===== src/sv/xor_reverse_byte_scrambler_assert.svh =====
// Assertion macros for the byte scrambler. Empty bodies under SYNTHESIS.
`ifndef XOR_REVERSE_BYTE_SCRAMBLER_ASSERT_SVH
`define XOR_REVERSE_BYTE_SCRAMBLER_ASSERT_SVH

`ifndef SYNTHESIS
// Same-cycle implication
`define XRBS_ASSERT_IMP(lbl, ante, cons) \
  lbl: assert property (@(posedge clk) disable iff (rst) (ante) |-> (cons)) \
    else $error("xrbs: same-cycle check failed");
// Next-cycle implication
`define XRBS_ASSERT_NEXT(lbl, ante, cons) \
  lbl: assert property (@(posedge clk) disable iff (rst) (ante) |=> (cons)) \
    else $error("xrbs: next-cycle check failed");
`else
`define XRBS_ASSERT_IMP(lbl, ante, cons)
`define XRBS_ASSERT_NEXT(lbl, ante, cons)
`endif

`endif


===== src/sv/xrbs_pkg.sv =====
`default_nettype none

package xrbs_pkg;

  // Number of stack cells
  localparam int DEPTH = 64;
  // Fill count must hold DEPTH itself
  localparam int CNT_W = $clog2(DEPTH + 1);

  typedef logic [7:0] byte_t;
  typedef logic [CNT_W-1:0] cnt_t;

  // Shift command to the cell row
  typedef struct packed {
    logic push;  // every cell takes its upper neighbor
    logic pop;   // every cell takes its lower neighbor
  } shift_t;

  // Controller status seen by the top level
  typedef struct packed {
    logic flush;
    cnt_t count;
  } status_t;

endpackage

`default_nettype wire


===== src/sv/xrbs_cell.sv =====
`default_nettype none

// One stack entry: shifts down on push, up on pop, holds otherwise.
module xrbs_cell (
  input  wire logic            clk,
  input  wire xrbs_pkg::shift_t shift,
  input  wire xrbs_pkg::byte_t upper,
  input  wire xrbs_pkg::byte_t lower,
  output xrbs_pkg::byte_t      q
);

  always_ff @(posedge clk) begin
    if (shift.push) begin
      q <= upper;
    end else if (shift.pop) begin
      q <= lower;
    end
  end

endmodule

`default_nettype wire


===== src/sv/xrbs_ctrl.sv =====
`default_nettype none

// Stack control: fill count, drop flag, load/flush sequencing, output register.
module xrbs_ctrl (
  input  wire logic              clk,
  input  wire logic              rst,
  input  wire logic              cfg_wr_en,
  input  wire xrbs_pkg::byte_t   cfg_wr_data,
  input  wire logic              in_valid,
  output logic                   in_ready,
  input  wire xrbs_pkg::byte_t   in_byte,
  input  wire logic              in_eom,
  input  wire xrbs_pkg::byte_t   top_byte,
  output xrbs_pkg::byte_t        push_byte,
  output xrbs_pkg::shift_t       shift,
  output xrbs_pkg::status_t      status,
  output logic                   out_valid,
  input  wire logic              out_ready,
  output xrbs_pkg::byte_t        out_byte,
  output logic                   out_last,
  output logic                   out_dropped
);

  localparam logic ST_LOAD  = 1'b0;
  localparam logic ST_FLUSH = 1'b1;

  logic            state;
  xrbs_pkg::cnt_t  count;
  logic            overflow;
  xrbs_pkg::byte_t xor_key;
  logic            in_fire;
  logic            room;

  // Key register
  always_ff @(posedge clk) begin
    if (rst) begin
      xor_key <= '0;
    end else if (cfg_wr_en) begin
      xor_key <= cfg_wr_data;
    end
  end

  assign push_byte = in_byte ^ xor_key;
  assign in_ready  = (state == ST_LOAD);
  assign in_fire   = in_valid && in_ready;
  assign room      = (count < xrbs_pkg::cnt_t'(xrbs_pkg::DEPTH));

  // Shift commands; pop only into a free output register
  assign shift.push = in_fire && room;
  assign shift.pop  = (state == ST_FLUSH) && (!out_valid || out_ready);

  assign status.flush = (state == ST_FLUSH);
  assign status.count = count;

  // Control state
  always_ff @(posedge clk) begin
    if (rst) begin
      state     <= ST_LOAD;
      count     <= '0;
      overflow  <= 1'b0;
      out_valid <= 1'b0;
    end else begin
      if (shift.pop) begin
        out_valid <= 1'b1;
      end else if (out_ready) begin
        out_valid <= 1'b0;
      end
      case (state)
        ST_LOAD: begin
          if (in_fire) begin
            if (room) begin
              count <= count + xrbs_pkg::cnt_t'(1);
            end else begin
              overflow <= 1'b1;
            end
            if (in_eom) begin
              state <= ST_FLUSH;
            end
          end
        end
        ST_FLUSH: begin
          if (shift.pop) begin
            count <= count - xrbs_pkg::cnt_t'(1);
            if (count == xrbs_pkg::cnt_t'(1)) begin
              state    <= ST_LOAD;
              overflow <= 1'b0;
            end
          end
        end
        default: begin
          state <= ST_LOAD;
        end
      endcase
    end
  end

  // Output payload
  always_ff @(posedge clk) begin
    if (shift.pop) begin
      out_byte    <= top_byte;
      out_last    <= (count == xrbs_pkg::cnt_t'(1));
      out_dropped <= overflow;
    end
  end

endmodule

`default_nettype wire


===== src/sv/xor_reverse_byte_scrambler.sv =====
// XOR key scrambler with reversal. Input stream: s_axis_tdata is a message
// byte, s_axis_tlast marks the final byte. Each accepted byte is XORed with
// the key and, if the stack has room, pushed onto a stack made of a row of
// shifting cells. After the end-marked byte the input stalls (s_axis_tready
// low) while the stored bytes leave on m_axis in reverse order, one per
// cycle while the receiver is ready, m_axis_tlast on the final one and
// m_axis_tuser set on all of them if any byte was dropped because the stack
// was full. Once the end byte is taken the state turns to flush and the
// first pop loads the output register; input resumes the cycle after the
// final pop. A stalled receiver holds the output register and the flush
// waits with it. The user must write the key on cfg_wr_en only while idle;
// the block does not enforce it. Reset clears the key, fill count, drop flag
// and output valid; the stack contents are not cleared and need no clearing.
`default_nettype none

`include "xor_reverse_byte_scrambler_assert.svh"

module xor_reverse_byte_scrambler (
  input  wire logic       clk,
  input  wire logic       rst,
  input  wire logic       cfg_wr_en,
  input  wire logic [7:0] cfg_wr_data,
  input  wire logic       s_axis_tvalid,
  output logic            s_axis_tready,
  input  wire logic [7:0] s_axis_tdata,   // [7:0] data_byte
  input  wire logic       s_axis_tlast,   // end_of_message
  output logic            m_axis_tvalid,
  input  wire logic       m_axis_tready,
  output logic [7:0]      m_axis_tdata,   // [7:0] out_byte
  output logic            m_axis_tlast,   // out_last
  output logic            m_axis_tuser    // [0] bytes_dropped
);

  xrbs_pkg::byte_t   push_byte;
  xrbs_pkg::shift_t  shift;
  xrbs_pkg::status_t status;
  xrbs_pkg::byte_t   cell_q [xrbs_pkg::DEPTH];

  // Controller
  xrbs_ctrl u_ctrl (
    .clk         (clk),
    .rst         (rst),
    .cfg_wr_en   (cfg_wr_en),
    .cfg_wr_data (cfg_wr_data),
    .in_valid    (s_axis_tvalid),
    .in_ready    (s_axis_tready),
    .in_byte     (s_axis_tdata),
    .in_eom      (s_axis_tlast),
    .top_byte    (cell_q[0]),
    .push_byte   (push_byte),
    .shift       (shift),
    .status      (status),
    .out_valid   (m_axis_tvalid),
    .out_ready   (m_axis_tready),
    .out_byte    (m_axis_tdata),
    .out_last    (m_axis_tlast),
    .out_dropped (m_axis_tuser)
  );

  // Cell row: cell 0 is the top of the stack
  for (genvar i = 0; i < xrbs_pkg::DEPTH; i++) begin : g_cell
    xrbs_pkg::byte_t upper;
    xrbs_pkg::byte_t lower;
    if (i == 0) begin : g_first
      assign upper = push_byte;
    end else begin : g_mid_up
      assign upper = cell_q[i-1];
    end
    if (i == xrbs_pkg::DEPTH - 1) begin : g_last
      assign lower = cell_q[i];
    end else begin : g_mid_dn
      assign lower = cell_q[i+1];
    end
    xrbs_cell u_cell (
      .clk   (clk),
      .shift (shift),
      .upper (upper),
      .lower (lower),
      .q     (cell_q[i])
    );
  end

  // Checks
  `XRBS_ASSERT_IMP(a_count_bound, 1'b1, status.count <= xrbs_pkg::cnt_t'(xrbs_pkg::DEPTH))
  `XRBS_ASSERT_IMP(a_flush_nonempty, status.flush, status.count != '0)
  `XRBS_ASSERT_IMP(a_no_push_pop, 1'b1, !(shift.push && shift.pop))
  `XRBS_ASSERT_NEXT(a_flush_emits, status.flush && !m_axis_tvalid, m_axis_tvalid)
  `XRBS_ASSERT_NEXT(a_push_count, shift.push, status.count == $past(status.count) + xrbs_pkg::cnt_t'(1))

endmodule

`default_nettype wire

===== config.mk =====
export PLATFORM = sky130hd
export DESIGN_NAME = xor_reverse_byte_scrambler
export DESIGN_NICKNAME = d
export VERILOG_FILES = /design/src/sv/xrbs_pkg.sv /design/src/sv/xrbs_cell.sv /design/src/sv/xrbs_ctrl.sv /design/src/sv/xor_reverse_byte_scrambler.sv
export VERILOG_INCLUDE_DIRS = /design/src /design/src/sv
export SDC_FILE = /design/constraint.sdc
export NUM_CORES = 1
export LEC_CHECK = 0
export BUFFER_PORTS_ARGS = -buffer_cell sky130_fd_sc_hd__clkbuf_2
export CAP_MARGIN = 20
export CORE_ASPECT_RATIO = 2
export CORE_MARGIN = 2
export CORE_UTILIZATION = 63
export DETAILED_ROUTE_END_ITERATION = 8
export PLACE_DENSITY = 0.8
export SLEW_MARGIN = 0
export SYNTH_ARGS = -nofsm -noshare
export SYNTH_HDL_FRONTEND = slang
export SYNTH_SLANG_ARGS = --single-unit

===== constraint.sdc =====
create_clock -name clk -period 13.4 [get_ports clk]
set_clock_uncertainty 0.1 [all_clocks]
set_input_delay 1.34 -clock clk [delete_from_list [all_inputs] [get_ports clk]]
set_output_delay 1.34 -clock clk [all_outputs]
set_load 0.1 [all_outputs]

# Yosys cells after proc, flatten, opt, wreduce, memory -nomap -nowiden
# Index checks and enable logic that the tools add are counted.
# op_classes
addsub	2
n_lt_le_gt_ge	1
n_eq_ne	6
n_mux	142
bitwise_logic	2
reduce_logical	9
# ops
op	count
two-way mux 8 bit	126
two-way mux 7 bit	3
case mux 7 bit (2 select lines)	1
two-way mux 1 bit	10
!= test 2 bit, second input constant	4
XOR 8 bit	1
adder 7 x 1 -> 7 bit, second input constant	1
== test 7 x 1 -> 1 bit, second input constant	1
less-than comparator 7 bit, second input constant	1
subtractor 7 x 1 -> 7 bit, second input constant	1
case mux 1 bit (2 select lines)	2
AND reduction 4 bit	1
nonzero test 2 bit	2
logical AND 1 bit	3
AND reduction 3 bit	1
!= test 2 x 1 -> 1 bit, second input constant	1
zero test 1 bit	1
logical OR 1 bit	1
NOT 1 bit	1
# totals
reg_bits	540
inputBits	22
word_cells	234

# Logic depth before layout (Yosys ltp)
# logic_depth
ltp_word	5
mapped_depth	7
ltp_nobuf	6

# Modules after synthesis
# From an unflattened synthesis, not the netlist that was laid out.
# hier_totals
cells_unflattened	1261
area_unflattened_um2	25396.9
# modules_own_cells
mod	n_inst	cells_each	area_each_um2	seq_area_each_um2
xrbs_cell	64	18	377.9	240.2
xrbs_ctrl	1	109	1213.7	660.6

# Worst setup path after synthesis
# OpenSTA, ideal clock, no wires.
# synth_timing
path_kind	in2reg
from	input m_axis_tready
to	register g_cell[0].u_cell.q[0], enable pin
arrival_time_ns	11.390
t_required_ns	12.451
path_slack_ns	1.061
path_stages	3
cell_sequence	nand2b_1 -> a21oi_2 -> inv_1
# synth_between
elab_chain_len	3
# synth_rtl
item	line	rtl
from (decl)	xor_reverse_byte_scrambler.sv:28	input wire logic m_axis_tready,
logical OR 1 bit	xrbs_ctrl.sv:50	assign shift.pop = (state == ST_FLUSH) && (!out_valid || out_ready);
logical AND 1 bit	xrbs_ctrl.sv:50	
nonzero test 2 bit (no line)	n/a	
to (signal assigned)	xrbs_cell.sv:14	q <= upper;
to (signal assigned)	xrbs_cell.sv:16	q <= lower;
to (decl)	xrbs_cell.sv:9	output xrbs_pkg::byte_t q
# No other way between the ends.
# A chain may end at the register's enable or synchronous reset.

# Worst setup path after layout
# layout_timing
from	input s_axis_tvalid
to	register g_cell[47].u_cell.q[0], enable pin
# layout_between
elab_chain_len	3
# layout_rtl
item	line	rtl
from (decl)	xor_reverse_byte_scrambler.sv:23	input wire logic s_axis_tvalid,
logical AND 1 bit	xrbs_ctrl.sv:45	assign in_fire = in_valid && in_ready;
logical AND 1 bit	xrbs_ctrl.sv:49	assign shift.push = in_fire && room;
nonzero test 2 bit (no line)	n/a	
to (signal assigned)	xrbs_cell.sv:14	
to (signal assigned)	xrbs_cell.sv:16	
to (decl)	xrbs_cell.sv:9	
# No other way between the ends.

==> out/metrics.cfg <==
[outcome]
status=complete, no violations

[worst_setup_path]
cp.arrival_ps=4220
end_kind=register
worst-setup-path-type=input port to register
worst-path-buf-inv=4
cp_cell_sequence=clkbuf_2, nor3b_4, buf_4, a21oi_2, inv_8, buf_4
reg2reg_from=u_ctrl.state
worst_path_max_delay_cell=buf_4
r2r_end=g_cell[47].u_cell.q[0]
r2r_slack_ps=9520
path_max_fanout=126
max_stage_delay_ps=950
worst_r2r_path_depth=5
critPathTopFamily=buffers and inverters
cp_common_cell=buf_4
cp-start-kind=input port
crit_required_ps=13450

[detailed_routing]
routed_via_density=5.847
drt_pass1_iterations=4
antenna_left=0
wl_per_cell_um=18.77
post-route-drc-count=0
via_count=9946
first_iter_violations=604
wirelength_mm=31.93

[final_layout]
nNetsFinal=1243
diodes=0
seqCellArea_mm2=0.01604
fillers=2245
final_area_mm2=0.02452
final_util_pct=68.71
drive_above_1_share_pct=48.28
multiInputGateArea_mm2=0.006182
syn2layout_area_growth_pct=7.630

[global_route]
overflow=0
grt.total_usage_pct=16.76
antenna_found_initial=0
grt_max_degree=213
grt_pass1_wl_mm=52.46
first_global_vias=10620

[pwr]
p_sw_mw=0.9420
switching_share_pct=22.38
pwr-share-seq_pct=57.3
power_frac_clock_pct=30.4
p_comb_share_pct=12.4
powerDensity_mw_per_mm2=171.7
p_leak_nw=8.294
p_int_mw=3.267
max-vdd-ir-drop_uv=131.9

[clock_tree]
cts_hold_buf=0
cts_tree=yes
cts_made_buffers=44
postCtsSetupBuffers=0
clk_path_buf_depth=3
cts-resized-gates=0
clkLatencyLatePin_ps=540
cts-root-buf=clkbuf_16
htree_levels=2
clk_pin_slew_ps=60
clkSinkCount=540

[synth]
synth-seq-cells=540
avgSynthCellArea_um2=19.13
synth.distinct_cells=34
synthesis.area_mm2=0.02278
yosysSeqAreaShare_pct=70.40
synthCells=1191
ys_warn_count=0
synth_fp_nets=1216

[sta]
tns_ps=0
max_freq_ghz=0.2396
setup_violations=0
drv_slew=0
relSlewSlack_pct=13.87
timing_hold_violations_final=0
tightest_slew_ps=1292
period_minus_slack_ps=4174
grt_setup_unrepaired=false
final.period_utilization_pct=31.15

[place]
post_dp_cell_area_mm2=0.02305
dpl.hpwl_mm=18.68
io_buffers=33
gp_congestion=0.7096

[floorplanning]
fp.dieW_um=138.5
fp.dieH_um=272.9
rows=98
num_io_pins=34
core_mm2=0.03568
die_area_mm2=0.03779
start_util_pct=63.84

[hold_path]
hp-start=g_cell[0].u_cell.q[7]
hp-class=register to register
min_to=u_ctrl.out_byte[7]
hold_depth=0

[flow_run]
drv_cap=0

-- placed cells by master, fill, tap and decap left out, types with 4 or more instances in the layout --
| master | instances |
|---|---|
| bufinv_16 | 4 |
| edfxtp_1 | 522 |
| clkbuf_2 | 33 |
| xnor2_1 | 9 |
| clkinv_2 | 7 |
| dfxtp_1 | 18 |
| nor2_1 | 23 |
| clkbuf_16 | 45 |
| buf_4 | 6 |
| clkbuf_1 | 9 |
| clkinv_1 | 10 |
| mux2_2 | 496 |
| a21oi_1 | 14 |
| mux2i_1 | 8 |
| clkbuf_8 | 4 |
-- per-layer routing --
layer  track usage, %  vias to the layer above  part of all wire [%]
li1                 -                     4725                     -
met1            20.80                     5070                    41
met2            30.17                       94                    54
met3            2.366                       57                   2.3
met4            5.961                        0                   2.7
met5                0                        -                     0
-- worst max-delay path by stage --
stage | startpoint | end | slack [ps] | depth (start not counted)
floorplan | m_axis_tready | g_cell[0].u_cell.q[0] | 1060 | 3
global placement | s_axis_tvalid | g_cell[62].u_cell.q[6] | 8510 | 6
detailed placement | s_axis_tvalid | g_cell[61].u_cell.q[7] | 8440 | 6
CTS | s_axis_tvalid | g_cell[44].u_cell.q[3] | 8990 | 6
global route | s_axis_tvalid | g_cell[60].u_cell.q[3] | 9020 | 6
finish | s_axis_tvalid | g_cell[47].u_cell.q[0] | 9230 | 6
-- layout make-up --
| type | count | share of cell area [%] |
|---|---|---|
| Tap cell | 450 | 2.297 |
| Inverter | 4 | 0.09186 |
| Clock inverter | 21 | 0.7860 |
| Sequential cell | 540 | 65.41 |
| Clock buffer | 58 | 4.956 |
| Timing Repair Buffer | 43 | 1.245 |
| Multi-Input combinational cell | 585 | 25.22 |
-- cell usage after synthesis --
library cell | instances | area, µm²
and2_1 | 2 | 12.51
and3b_1 | 2 | 17.52
nor4_1 | 1 | 6.260
buf_1 | 1 | 3.750
xor2_1 | 2 | 17.52
nor4b_1 | 1 | 8.760
edfxtp_1 | 522 | 15680
o31ai_1 | 1 | 7.510
a21oi_1 | 14 | 70.07
a32oi_2 | 1 | 16.27
or2_2 | 1 | 6.260
buf_2 | 15 | 75.07
nor3b_2 | 1 | 12.51
buf_6 | 37 | 416.7
nand2b_1 | 1 | 6.260
o21ai_0 | 3 | 15.01
or3_1 | 3 | 18.77
clkbuf_1 | 3 | 11.26
mux2_2 | 496 | 5585
a22oi_1 | 3 | 22.52
xnor2_1 | 9 | 78.83
mux2i_1 | 8 | 80.08
a211oi_1 | 1 | 7.510
inv_1 | 4 | 15.01
or4_1 | 1 | 7.510
a32oi_1 | 1 | 8.760
nor2b_1 | 3 | 18.77
nand4_1 | 1 | 6.260
nor2_1 | 23 | 86.33
a31oi_1 | 2 | 12.51
dfxtp_1 | 18 | 360.4
buf_4 | 6 | 45.04
a21oi_2 | 1 | 8.760
ha_1 | 3 | 37.54
-- state kept, by name (all words and copies together), names as in the netlist --
register            cells
u_ctrl.count            7
u_ctrl.out_last         1
u_ctrl.state            1
u_ctrl.overflow         1
u_ctrl.out_valid        1
u_ctrl.out_byte         8
g_cell.u_cell.q       512
u_ctrl.xor_key          8
u_ctrl.out_dropped      1
-- power groups by stage --
| stage | Clock, mW | Combinational [mW] | Sequential (mW) |
|---|---|---|---|
| detailed placement | 0 | 0.521 | 2.45 |
| floorplan | 0 | 0.450 | 2.46 |
| finish | 1.28 | 0.520 | 2.41 |
| CTS | 1.31 | 0.524 | 2.42 |
| global placement | 0 | 0.491 | 2.44 |
| global route | 1.36 | 0.568 | 2.45 |
-- cell families (layout without fill, tap and decap cells) --
family / after synthesis / in the layout / synth area share [%]
fa+ha+maj: 3 / 3 / 0.1648
mux: 504 / 504 / 24.87
xor+xnor: 11 / 11 / 0.4230
flops: 540 / 540 / 70.40
simple gates: 40 / 40 / 0.9119
buf+inv: 66 / 126 / 2.488
compound gates: 27 / 27 / 0.7416
-- stage by stage --
| step | worst slack, ps | std cells | hold WS (ps) | power, mW |
|---|---|---|---|---|
| final | 9226 | 1701 | 348.2 | 4.209 |
| after global routing | 9018 | 1701 | 362.1 | 4.378 |
| after CTS | 8991 | 1699 | 348.2 | 4.251 |
| after detailed placement | 8435 | 1620 | 326.8 | 2.970 |
| after global placement | 8508 | 1620 | 327.0 | 2.928 |
| after floorplan | 1061 | 1191 | 309.1 | 2.906 |
(Power assumes the default switching activity.)
